## config.mk

```make
export PLATFORM = sky130hd
export DESIGN_NAME = dual_quadrature_position_decoder
export DESIGN_NICKNAME = d
export VERILOG_FILES = /design/src/rtl/core/dqpd_pkg.sv /design/src/rtl/core/dual_quadrature_position_decoder.sv
export SDC_FILE = /design/constraint.sdc
export NUM_CORES = 1
export LEC_CHECK = 0
export BUFFER_PORTS_ARGS = -buffer_cell sky130_fd_sc_hd__buf_2
export CAP_MARGIN = 20
export CORE_ASPECT_RATIO = 0.5
export CORE_MARGIN = 2
export CORE_UTILIZATION = 35
export CTS_CLUSTER_DIAMETER = 40
export DETAILED_ROUTE_END_ITERATION = 6
export GPL_TIMING_DRIVEN = 0
export PLACE_DENSITY_LB_ADDON = 0.05
export SETUP_SLACK_MARGIN = 0.2
export SYNTH_ARGS = -nofsm -noshare
export SYNTH_HDL_FRONTEND = slang
export SYNTH_SLANG_ARGS = --single-unit
```

## constraint.sdc

```tcl
create_clock -name i_clk -period 7.46 [get_ports i_clk]
set_input_delay 0.373 -clock i_clk [delete_from_list [all_inputs] [get_ports i_clk]]
set_output_delay 0.373 -clock i_clk [all_outputs]
set_load 0.03 [all_outputs]
```

## src/rtl/core/dqpd_pkg.sv

```systemverilog
// dqpd_pkg: shared types, constants and the x4 transition decode for the
// dual quadrature position decoder.
// No dependencies.
`default_nettype none

package dqpd_pkg;

    // fixed field widths
    localparam int PinW       = 2;
    localparam int FieldW     = 16;
    localparam int CfgDataW   = 16;
    localparam int CfgIdxW    = 1;
    localparam int ErrW       = 16;

    // default position register width
    localparam int POSITION_WIDTH_DEF = 16;

    // previous pin state lands in bits 3..2 of the table index
    localparam logic [3:0] HIST_MASK = 4'hc;

    // configuration register indexes
    localparam logic [CfgIdxW-1:0] CFG_MULT_CH0 = 1'b0;
    localparam logic [CfgIdxW-1:0] CFG_MULT_CH1 = 1'b1;

    // restart opcode
    localparam logic OP_PIN_EVENT = 1'b0;
    localparam logic OP_RESTART   = 1'b1;

    typedef enum logic [1:0] {
        MOVE_NONE = 2'd0,
        MOVE_UP   = 2'd1,
        MOVE_DOWN = 2'd2,
        MOVE_ERR  = 2'd3
    } t_move;

    typedef struct packed {
        logic              operation;
        logic [PinW-1:0]   pins_ch0;
        logic [PinW-1:0]   pins_ch1;
    } t_in_beat;

    typedef struct packed {
        logic [FieldW-1:0] position_ch0;
        logic [FieldW-1:0] position_ch1;
        logic [FieldW-1:0] error_count;
    } t_out_beat;

    // x4 transition table, index = {previous, current}
    function automatic t_move move_decode(input logic [PinW-1:0] prev,
                                          input logic [PinW-1:0] cur);
        logic [3:0] idx;
        t_move      mv;
        idx = ({prev, 2'b00} & HIST_MASK) | {2'b00, cur};
        unique case (idx)
            4'd0:    mv = MOVE_NONE;
            4'd1:    mv = MOVE_UP;
            4'd2:    mv = MOVE_DOWN;
            4'd3:    mv = MOVE_ERR;
            4'd4:    mv = MOVE_DOWN;
            4'd5:    mv = MOVE_NONE;
            4'd6:    mv = MOVE_ERR;
            4'd7:    mv = MOVE_UP;
            4'd8:    mv = MOVE_UP;
            4'd9:    mv = MOVE_ERR;
            4'd10:   mv = MOVE_NONE;
            4'd11:   mv = MOVE_DOWN;
            4'd12:   mv = MOVE_ERR;
            4'd13:   mv = MOVE_DOWN;
            4'd14:   mv = MOVE_UP;
            default: mv = MOVE_NONE;
        endcase
        return mv;
    endfunction

endpackage

`default_nettype wire

```

## src/rtl/core/dual_quadrature_position_decoder.sv

```systemverilog
// Two-channel x4 quadrature decoder with positions and a shared error count.
// Depends on dqpd_pkg.
`default_nettype none

// Each input beat carries both channels' sampled A/B lines. The stored pin
// history and the new sample index the x4 transition table combinationally,
// the step multiplier is added or subtracted, and the updated positions and
// error count are registered as the result beat. One beat is accepted every
// clock as long as the result register is empty or its beat is taken in the
// same cycle; o_valid rises in the cycle after accept. A restart beat clears
// positions and error count and loads the pin histories from its sample.
// Both step multipliers reset to 1; the user must write them via the plain
// config port while the block is idle, which the block does not enforce.
// Positions are POSITION_WIDTH bits wide; the result has their low 16 bits.
module dual_quadrature_position_decoder #(
    parameter int POSITION_WIDTH = dqpd_pkg::POSITION_WIDTH_DEF
) (
    input  wire logic                              i_clk,
    input  wire logic                              i_rst_n,
    // config write port
    input  wire logic                              i_cfg_we,
    input  wire logic [dqpd_pkg::CfgIdxW-1:0]      i_cfg_idx,
    input  wire logic [dqpd_pkg::CfgDataW-1:0]     i_cfg_data,
    // sample channel
    input  wire logic                              i_valid,
    output      logic                              o_stall,
    input  wire dqpd_pkg::t_in_beat                i_data,
    // result channel
    output      logic                              o_valid,
    input  wire logic                              i_stall,
    output      dqpd_pkg::t_out_beat               o_data
);
    import dqpd_pkg::*;

    localparam int WideW = (POSITION_WIDTH > FieldW) ? POSITION_WIDTH : FieldW;

    // config registers
    logic [CfgDataW-1:0]       r_mult_ch0;
    logic [CfgDataW-1:0]       r_mult_ch1;

    // decoder state, also the result payload
    logic [PinW-1:0]           r_hist_ch0, n_hist_ch0;
    logic [PinW-1:0]           r_hist_ch1, n_hist_ch1;
    logic [POSITION_WIDTH-1:0] r_pos_ch0, n_pos_ch0;
    logic [POSITION_WIDTH-1:0] r_pos_ch1, n_pos_ch1;
    logic [ErrW-1:0]           r_err, n_err;
    logic                      r_out_valid, n_out_valid;

    logic                      in_acc;
    logic                      out_acc;
    t_move                     move_ch0;
    t_move                     move_ch1;
    logic [WideW-1:0]          mult_wide_ch0;
    logic [WideW-1:0]          mult_wide_ch1;
    logic [POSITION_WIDTH-1:0] step_ch0;
    logic [POSITION_WIDTH-1:0] step_ch1;
    logic [1:0]                err_inc;
    logic [WideW-1:0]          pos_wide_ch0;
    logic [WideW-1:0]          pos_wide_ch1;

    // handshake: take a beat whenever the result slot is empty or frees up this cycle
    assign o_stall = r_out_valid && i_stall;
    assign in_acc  = i_valid && !o_stall;
    assign out_acc = r_out_valid && !i_stall;

    // table decode per channel
    assign move_ch0 = move_decode(r_hist_ch0, i_data.pins_ch0);
    assign move_ch1 = move_decode(r_hist_ch1, i_data.pins_ch1);

    // multipliers fitted to the position width
    assign mult_wide_ch0 = WideW'(r_mult_ch0);
    assign mult_wide_ch1 = WideW'(r_mult_ch1);
    assign step_ch0      = mult_wide_ch0[POSITION_WIDTH-1:0];
    assign step_ch1      = mult_wide_ch1[POSITION_WIDTH-1:0];

    assign err_inc = {1'b0, move_ch0 == MOVE_ERR} + {1'b0, move_ch1 == MOVE_ERR};

    // next state for an accepted beat
    always_comb begin
        n_hist_ch0  = r_hist_ch0;
        n_hist_ch1  = r_hist_ch1;
        n_pos_ch0   = r_pos_ch0;
        n_pos_ch1   = r_pos_ch1;
        n_err       = r_err;
        n_out_valid = r_out_valid && !out_acc;
        if (in_acc) begin
            n_out_valid = 1'b1;
            n_hist_ch0  = i_data.pins_ch0;
            n_hist_ch1  = i_data.pins_ch1;
            if (i_data.operation == OP_RESTART) begin
                n_pos_ch0 = '0;
                n_pos_ch1 = '0;
                n_err     = '0;
            end else begin
                unique case (move_ch0)
                    MOVE_UP:   n_pos_ch0 = r_pos_ch0 + step_ch0;
                    MOVE_DOWN: n_pos_ch0 = r_pos_ch0 - step_ch0;
                    default:   n_pos_ch0 = r_pos_ch0;
                endcase
                unique case (move_ch1)
                    MOVE_UP:   n_pos_ch1 = r_pos_ch1 + step_ch1;
                    MOVE_DOWN: n_pos_ch1 = r_pos_ch1 - step_ch1;
                    default:   n_pos_ch1 = r_pos_ch1;
                endcase
                n_err = r_err + ErrW'(err_inc);
            end
        end
    end

    // config registers
    always_ff @(posedge i_clk) begin
        if (!i_rst_n) begin
            r_mult_ch0 <= CfgDataW'(1);
            r_mult_ch1 <= CfgDataW'(1);
        end else if (i_cfg_we) begin
            unique case (i_cfg_idx)
                CFG_MULT_CH0: r_mult_ch0 <= i_cfg_data;
                CFG_MULT_CH1: r_mult_ch1 <= i_cfg_data;
                default:      r_mult_ch0 <= r_mult_ch0;
            endcase
        end
    end

    // decoder state and result valid
    always_ff @(posedge i_clk) begin
        if (!i_rst_n) begin
            r_hist_ch0  <= '0;
            r_hist_ch1  <= '0;
            r_pos_ch0   <= '0;
            r_pos_ch1   <= '0;
            r_err       <= '0;
            r_out_valid <= 1'b0;
        end else begin
            r_hist_ch0  <= n_hist_ch0;
            r_hist_ch1  <= n_hist_ch1;
            r_pos_ch0   <= n_pos_ch0;
            r_pos_ch1   <= n_pos_ch1;
            r_err       <= n_err;
            r_out_valid <= n_out_valid;
        end
    end

    // result beat, low 16 bits of each position
    assign pos_wide_ch0        = WideW'(r_pos_ch0);
    assign pos_wide_ch1        = WideW'(r_pos_ch1);
    assign o_valid             = r_out_valid;
    assign o_data.position_ch0 = pos_wide_ch0[FieldW-1:0];
    assign o_data.position_ch1 = pos_wide_ch1[FieldW-1:0];
    assign o_data.error_count  = r_err;

`ifndef SYNTH
    // a restart beat reports all zero counts
    a_restart_clears: assert property (@(posedge i_clk) disable iff (!i_rst_n)
        in_acc && i_data.operation == OP_RESTART |=>
            r_pos_ch0 == '0 && r_pos_ch1 == '0 && r_err == '0)
        else $error("restart did not clear counts");

    // every accepted beat leaves a result behind
    a_accept_gives_result: assert property (@(posedge i_clk) disable iff (!i_rst_n)
        in_acc |=> r_out_valid)
        else $error("accepted beat produced no result");

    // state holds while no beat is taken
    a_state_holds: assert property (@(posedge i_clk) disable iff (!i_rst_n)
        !in_acc |=> $stable(r_err) && $stable(r_pos_ch0) && $stable(r_pos_ch1)
            && $stable(r_hist_ch0) && $stable(r_hist_ch1))
        else $error("decoder state moved without a beat");

    // error count rises by at most two per beat
    a_err_step: assert property (@(posedge i_clk) disable iff (!i_rst_n)
        in_acc && i_data.operation == OP_PIN_EVENT |=>
            ErrW'(r_err - $past(r_err)) <= ErrW'(2))
        else $error("error count jumped by more than two");

    // the sample side only stalls behind a pending result
    a_stall_cause: assert property (@(posedge i_clk) disable iff (!i_rst_n)
        o_stall |-> r_out_valid && i_stall)
        else $error("stall without a pending result");
`endif

endmodule

`default_nettype wire

```

## Word level (Yosys, flattened, before mapping)

Memories as Yosys holds them, arrays and structs flattened.
Index checks and enable logic that the tools add are counted.

- Eq/ne operators: 6
- Add/subtract/negate cells: 6
- Reduce and logical (&&, ||, !) cells: 13
- Bitwise logic cells: 3
- Multiplexer cells: 6

Operator list:

| cell | count |
|---|---|
| case mux 16 bit (2 select lines) | 2 |
| 2-to-1 mux 16 bit | 3 |
| adder 16 bit | 2 |
| subtractor 16 bit | 2 |
| adder 16 x 2 -> 16 bit | 1 |
| equality test 2 bit (second input constant) | 4 |
| bitwise OR 4 x 2 -> 4 bit | 2 |
| AND reduction 2 bit | 4 |
| nonzero test 3 bit | 2 |
| equality test 2 x 1 -> 1 bit (second input constant) | 2 |
| logical AND 1 bit | 4 |
| zero test 1 bit | 3 |
| adder 1 x 1 -> 2 bit | 1 |
| 2-to-1 mux 1 bit | 1 |
| inverter 1 bit | 1 |

- Logic and storage cells: 44
- Flip-flop bits (word level): 85
- ROM bits: 64
- Memories kept: 2
- Bits of input ports: 27

Memory list:

| memory | depth | width | rd ports | clocked after Yosys merged registers in | write ports | RTL line | source |
|---|---|---|---|---|---|---|---|
| (no name shown) | 16 | 2 | 1 | 0 | 0 | dqpd_pkg.sv:54 | `unique case (idx)` |
| (no name shown) | 16 | 2 | 1 | 0 | 0 | dqpd_pkg.sv:54 |  |

## Depth between registers and ports, before layout

Gate-level depths: netlist (run 1).
An unclocked memory read counts as a cell.

- Depth after elaboration: 6
- Gate-level depth with buffers: 13
- Mapped depth without buffers: 13

## Least setup slack after synthesis (run 1)

OpenSTA, ideal clock, no wires.

- Path type: reg2reg
- Start point: register r_mult_ch0[2], in the netlist mult_wide_ch0[2]
- End point: register r_pos_ch0[15], in the netlist pos_wide_ch0[15]
- Buffers on the path: 0
- Arrival: 3015 ps
- Path slack: 4324 ps
- Stages on the path, launching flop included: 13
- Path through: dfxtp_1 -> or4_4 -> nor3_1 -> a21oi_1 -> xnor2_1 -> ha_1 -> a21o_1 -> a211oi_1 -> nand3_1 -> a21oi_1 -> nor3_1 -> or2_0 -> a221o_1

- Longest elaborated chain between the ends: 3
- Elaborated cells between the ends (all ways): 4
- Those cells by class: add/sub: 2; mux: 2

RTL lines:

| what | RTL line | source |
|---|---|---|
| from (decl) | dual_quadrature_position_decoder.sv:38 | `logic [CfgDataW-1:0] r_mult_ch0;` |
| from (signal assigned) | dual_quadrature_position_decoder.sv:113 | `r_mult_ch0 <= CfgDataW'(1);` |
| from (signal assigned) | dual_quadrature_position_decoder.sv:117 | `CFG_MULT_CH0: r_mult_ch0 <= i_cfg_data;` |
| from (signal assigned) | dual_quadrature_position_decoder.sv:119 | `default: r_mult_ch0 <= r_mult_ch0;` |
| subtractor 16 bit or adder 16 bit (tied branches) | dual_quadrature_position_decoder.sv:97, dual_quadrature_position_decoder.sv:96 |  |
| case mux 16 bit (2 select lines) (*) | dual_quadrature_position_decoder.sv:95 | `unique case (move_ch0)` |
| 2-to-1 mux 16 bit (*) | dual_quadrature_position_decoder.sv:90 | `if (i_data.operation == OP_RESTART) begin` |
| to (signal assigned) | dual_quadrature_position_decoder.sv:136 | `r_pos_ch0 <= n_pos_ch0;` |
| to (decl) | dual_quadrature_position_decoder.sv:44 | `logic [POSITION_WIDTH-1:0] r_pos_ch0, n_pos_ch0;` |

Every way passes the cells marked *; elsewhere a longest branch is shown, timed or not.
A chain may end at the register's enable or synchronous reset.

## Final worst setup path (run 1)

- Start point: register r_hist_ch0[1]
- End point: register r_pos_ch0[14], in the netlist pos_wide_ch0[14]

- Longest elaborated chain between the ends: 5
- Elaborated cells between the ends (all ways): 8
- Those cells by class: eq/ne: 2; mux: 2; bitwise: 1; reduce/logical: 2; memory: 1

RTL lines:

| what | RTL line | source |
|---|---|---|
| from (decl) | dual_quadrature_position_decoder.sv:42 | `logic [PinW-1:0] r_hist_ch0, n_hist_ch0;` |
| from (signal assigned) | dual_quadrature_position_decoder.sv:134 | `r_hist_ch0 <= n_hist_ch0;` |
| bitwise OR 4 x 2 -> 4 bit (*) | dqpd_pkg.sv:53 | `idx = ({prev, 2'b00} & HIST_MASK) \| {2'b00, cur};` |
| memory (16 x 2 bit) (*) | - |  |
| equality test 2 bit or equality test 2 x 1 -> 1 bit (tied branches) | dual_quadrature_position_decoder.sv:95 |  |
| case mux 16 bit (2 select lines) or nonzero test 3 bit (tied branches) | - |  |
| 2-to-1 mux 16 bit or AND reduction 2 bit (tied branches) | - |  |

Marks and branches as above.

==> flow_summary_export.csv, run 1 <==
group,metric,value,unit
cts,cts_resized,0,
finish,instances_no_fill,924,
synthesis,synth_top_cell_area_share,0.325,
synthesis,synth_edf_count,0,
sta,slew_viol_final,0,
cts,numCtsBuffers,9,
sta,hold_viol,0,
die,die-area,0.0160,mm²
drt,vias_per_cell,4.94,
worst_setup_path,critical_path.most_common_cell,"a21oi_1",
cts,clk-insertion-delay-late,350,ps
finish,drive_gt1_frac,0.134,
die,initial_utilization,0.360,
drt,ant_nets,0,
drt,firstDrtPassIters,4,
placed_design,place_congestion,0.776,
cts,cts_tree,"built",
synthesis,synth_area_leader_cell,"dfxtp_1",
cts,post_cts_buffers,0,
power,irDropWorstVdd,0.0982,mV
drt,vias,4569,
power,p_per_area,219,mW/mm²
worst_setup_path,cp-end-kind,"flip-flop",
grt,grt_pass1_wl,22.0,mm
grt,grt_pass1_vias,4309,
sta,max_freq,0.275,GHz
synthesis,synth.cell_area,0.00523,mm²
cts,numClockSinks,85,
sta,rsz0062_at_grt,"false",
synthesis,synth_nets,697,
sta,min_period_over_period,0.487,
finish,antennaDiodeCount,0,
finish,nets,784,
worst_setup_path,cp-start-kind,"flip-flop",
worst_setup_path,max_stage_delay,390,ps
worst_setup_path,crit_family,"compound AO/OA/AOI/OAI gates",
sta,fin_crit,3630,ps
synthesis,ys_dominant_reg_cell,"dfxtp_1",
die,die_height,90.5,µm
worst_setup_path,critPathSlowestCell,"clkbuf_1",
synthesis,synth.area.top_cells,"dfxtp_1, ha_1, nand2_1",
hold_path,hp-class,"primary input to flip-flop",
sta,maxSlewHeadroom,0.503,
synthesis,ys_seq_area_frac,0.325,
drt,routedWlPerCell,14.5,µm
synthesis,synth_common_cells,"nand2_1, dfxtp_1, a21oi_1, xor2_1, xnor2_1",
power,p_leak,0.00263,µW
grt,gr-total-overflow,0,
grt,antenna_found_initial,1,
cts,cts_root_buf,"clkbuf_16",
synthesis,ys_ff_latch,85,
drt,wirelength,13.4,mm
finish,syn2layout_area_growth,18.2,%
outcome,status,"finished clean",
worst_setup_path,crit_buf_inv,1,
worst_setup_path,cp_max_fo,10,
worst_setup_path,required,7680,ps
sta,tightest_slew,746,ps
sta,clock_skew,8.37,ps
die,ios,77,
grt,grtUsageTotal,0.174,
grt,grt_max_degree,16,
cts,holdBufCountCts,0,
worst_setup_path,cp_cell_sequence,"xor2_1 -> nor2_1 -> clkbuf_1 -> a21oi_1 -> xnor2_1 -> ha_1 -> a21oi_1 -> o21ai_0 -> a21oi_1 -> o31ai_1 -> a221oi_1 -> xor2_1 -> o21ai_0",
drt,drt_iter0_drc,193,
cts,cts.path.max_buffers,2,
die,num_rows,31,
finish,fill_cells,1518,
synthesis,syn_inst,634,
synthesis,ys_async_sr_fraction,0,
drt,remaining_drc_errors,0,
power,power,1360,µW
placed_design,dp_cells,908,
synthesis,syn_avg_cell_area,8.25,µm²
sta,setup_tns,0,ps
cts,clkTransAtPathRegs,70,ps
synthesis,synth.distinct_cells,55,
placed_design,io_buffers,76,
sta,finalSetupViolCount,0,
cts,h-tree-depth,3,
flow_run,cap_violations,0,
synthesis,ys_warn_count,0,
synthesis,synth_most_common_cell,"nand2_1",
die,die_x,177,µm
worst_setup_path,critPathKind,"flip-flop to flip-flop",
die,core_area,0.0145,mm²
placed_design,dp_hpwl,10.5,mm
worst_setup_path,crit_arrival,3860,ps
[metal layers]
metal  GRT usage  part of all wire
met1       0.251              0.54
met2       0.257              0.40
met3      0.0434             0.050
met4      0.0420             0.010
met5           0                 0
[placed cells by master, fill, tap and decap left out, types with 11 or more instances in the layout]
cell type and n:
xor2_1 38, nor2b_1 24, nor2_1 33, a21boi_0 34, buf_2 76, nand3_1 11, xnor2_1 36, o21a_1 11
o21ai_0 25, ha_1 33, dfxtp_1 85, nor3_1 18, clkbuf_1 21, inv_1 15, nand2_1 103, a21oi_1 38
[stage by stage]
stage / util / setup slack (ps) / instance area, µm² / hold WS, ps
2_1_floorplan: - / 4320 / 5230 / 455
3_3_place_gp: 0.403 / 3620 / 5860 / 472
3_5_place_dp: 0.403 / 3620 / 5860 / 475
4_1_cts: 0.425 / 3780 / 6180 / 234
5_1_grt: 0.425 / 3570 / 6180 / 242
6_report: 0.425 / 3830 / 6180 / 242
[report_power, final]
part	switching (µW)	internal (µW)	total, µW
Sequential	23.2	476	499
Combinational	209	144	353
Clock	209	296	505
Total	442	916	1360
[final timing paths]
path               startpoint          endpoint  slack [ps]  depth (start not counted)
max             r_hist_ch0[1]  pos_wide_ch0[14]        3830                         13
min                   i_valid           o_valid         240                          2
max reg2reg     r_hist_ch0[1]  pos_wide_ch0[14]        3830                         13
min reg2reg  pos_wide_ch1[13]  pos_wide_ch1[13]         480                          2
[flip-flops by register name, indices dropped and copies added (netlist names)]
register	cells
o_valid	1
r_hist_ch0	2
r_hist_ch1	2
r_err	16
mult_wide_ch1	16
mult_wide_ch0	16
pos_wide_ch0	16
pos_wide_ch1	16
[logic make-up (layout without fill, tap and decap cells)]
kind of cell / Yosys count / count (layout) / synth area share
flops: 85 / 85 / 0.325
simple gates: 230 / 230 / 0.211
xor+xnor: 74 / 74 / 0.124
fa+ha+maj: 36 / 36 / 0.0904
buf+inv: 37 / 129 / 0.0265
mux: 8 / 8 / 0.0153
compound gates: 164 / 164 / 0.208
[area by class of cell]
type | instances | area (µm²) | area share
timing repair buffer | 76 | 380 | 0.0615
buffer | 22 | 82.6 | 0.0134
sequential | 85 | 1700 | 0.275
inverter | 15 | 56.3 | 0.00911
clock buffer | 9 | 225 | 0.0364
multi-input combinational | 512 | 3390 | 0.549
clock inverter | 7 | 97.6 | 0.0158
tap | 198 | 248 | 0.0401
No activity file was read; power rests on OpenSTA's default activity.
==> run 2: changes to the inputs <==
clock period = 3.24 ns   (was 7.46 ns; I/O delays follow)
==> run 2 against run 1 <==
  * Largest power group is now registers
  * Sequential share of layout area shrank 1.5 points
  * Hold slack lost 200 ps
  * Non-clock buffer count grew 29
  * Cell area increased by 7.0%
  * Combinational power increased to 2.7 times the previous value
  * Critical path depth did not move
  * Routed wire length is 4.8% higher
  * Setup slack lost 3700 ps
  * Power increased by 130%
  * Count of clock-buffer cells in the layout unchanged
  * Clock skew fell by 1.6 ps
  * Global-route usage is 0.76 points higher
==> flow_summary_export.csv, run 2 (synthesis results as in run 1) <==
group,metric,value,unit
cts,numClockSinks,85,
hold_path,hp-class,"primary input to flip-flop",
drt,remaining_drc_errors,0,
worst_setup_path,required,3470,ps
finish,syn2layout_area_growth,26.5,%
flow_run,cap_violations,0,
grt,antenna_found_initial,0,
worst_setup_path,cp_max_fo,3,
sta,rsz0062_at_grt,"true",
sta,tightest_slew,765,ps
die,ios,77,
worst_setup_path,critPathKind,"flip-flop to flip-flop",
finish,instances_no_fill,953,
finish,finish.utilization,0.455,
grt,grt_pass1_wl,23.2,mm
grt,grtUsageTotal,0.181,
placed_design,place_congestion,0.770,
finish,final_common_cell,"nand2_1",
drt,wirelength,14.0,mm
worst_setup_path,cp-start-kind,"flip-flop",
drt,ant_nets,0,
sta,setup_slack,140,ps
worst_setup_path,critPathSlowestCell,"or4_4",
drt,vias,4702,
placed_design,pre_cts_slack,-407,ps
power,p_leak,0.00278,µW
sta,max_freq,0.323,GHz
sta,clock_skew,6.75,ps
sta,min_period_over_period,0.957,
drt,routedWlPerCell,14.7,µm
placed_design,io_buffers,76,
finish,final_cell_mix,"nand2_1, dfxtp_1, buf_2",
drt,firstDrtPassIters,4,
cts,holdBufCountCts,0,
sta,slew_viol_final,0,
worst_setup_path,crit_family,"simple AND/OR/NAND/NOR gates",
finish,antennaDiodeCount,0,
cts,clk-insertion-delay-late,340,ps
placed_design,dp_cells,908,
worst_setup_path,cp-end-kind,"flip-flop",
placed_design,placed_cell_area,0.00587,mm²
cts,numCtsBuffers,9,
power,irDropWorstVdd,0.271,mV
sta,fin_crit,3100,ps
cts,cts.path.max_buffers,2,
die,die_x,177,µm
grt,grt_pass1_vias,4537,
worst_setup_path,max_stage_delay,570,ps
grt,grt_max_degree,16,
sta,maxSlewHeadroom,0.490,
finish,nets,813,
finish,drive_gt1_frac,0.230,
cts,h-tree-depth,3,
worst_setup_path,crit_buf_inv,1,
die,num_rows,31,
sta,whs,42.4,ps
worst_setup_path,cp_cell_sequence,"or4_4 -> buf_12 -> nor2_1 -> a21oi_1 -> xnor2_1 -> ha_1 -> a21o_1 -> a211oi_2 -> nand3_1 -> a21oi_2 -> nor3_2 -> or2_0 -> a221o_1",
finish,fill_cells,1509,
drt,vias_per_cell,4.93,
sta,hold_viol,0,
die,die-area,0.0160,mm²
cts,cts_root_buf,"clkbuf_16",
drt,drt_iter0_drc,184,
worst_setup_path,crit_arrival,3330,ps
die,initial_utilization,0.360,
sta,finalSetupViolCount,0,
cts,cts_tree,"built",
grt,gr-total-overflow,0,
finish,design_area,0.00662,mm²
die,die_height,90.5,µm
cts,clkTransAtPathRegs,70,ps
outcome,status,"finished clean",
power,p_per_area,467,mW/mm²
placed_design,dp_hpwl,10.7,mm
die,core_area,0.0145,mm²
==> run 2: power breakdown <==
group | total (µW) | switching, µW | internal [µW]
logic | 957 | 538 | 420
registers | 1150 | 56.2 | 1100
clock network | 980 | 459 | 521
total | 3090 | 1050 | 2040
==> run 2: through the flow <==
stage	TNS, ps	total power [µW]
after global routing	0	3280
after global placement	-1830	1990
after CTS	0	3070
after floorplan	0	1790
after detailed placement	-1690	1990
final	0	3090
==> run 2: cell type report <==
class	instances	area [µm²]	area share
Multi-Input combinational cell	512	3610	0.545
Clock buffer	9	225	0.0340
Inverter	15	56.3	0.00851
Clock inverter	7	50.0	0.00756
Sequential cell	85	1720	0.260
Timing Repair Buffer	105	614	0.0928
Buffer	22	97.6	0.0147
Tap cell	198	248	0.0374
==> run 2: path summary, 6_finish.rpt <==
check                     from                 to  slack (ps)  cells past startpoint
max reg2reg   mult_wide_ch0[5]   pos_wide_ch0[15]         140                     13
min                    i_valid            o_valid          40                      2
max           mult_wide_ch0[5]   pos_wide_ch0[15]         140                     13
min reg2reg  mult_wide_ch0[15]  mult_wide_ch0[15]         480                      2
==> run 2: what timing repair did <==
item,4_1_cts,5_1_grt
setup endpoints to repair,17,9
pin swaps,20,28
setup buffers,15,14
gates resized for setup,36,27
cloned,0,0
==> run 2: layer usage <==
| layer | global-route usage | part of all wire | wire length [µm] | vias up |
|---|---|---|---|---|
| met5 | 0 | 0 | 0 | - |
| met4 | 0.0331 | 0.0071 | 99 | 0 |
| met3 | 0.0358 | 0.035 | 492 | 8 |
| met2 | 0.282 | 0.43 | 6010 | 57 |
| met1 | 0.261 | 0.53 | 7440 | 2161 |
| li1 | - | - | - | 2476 |
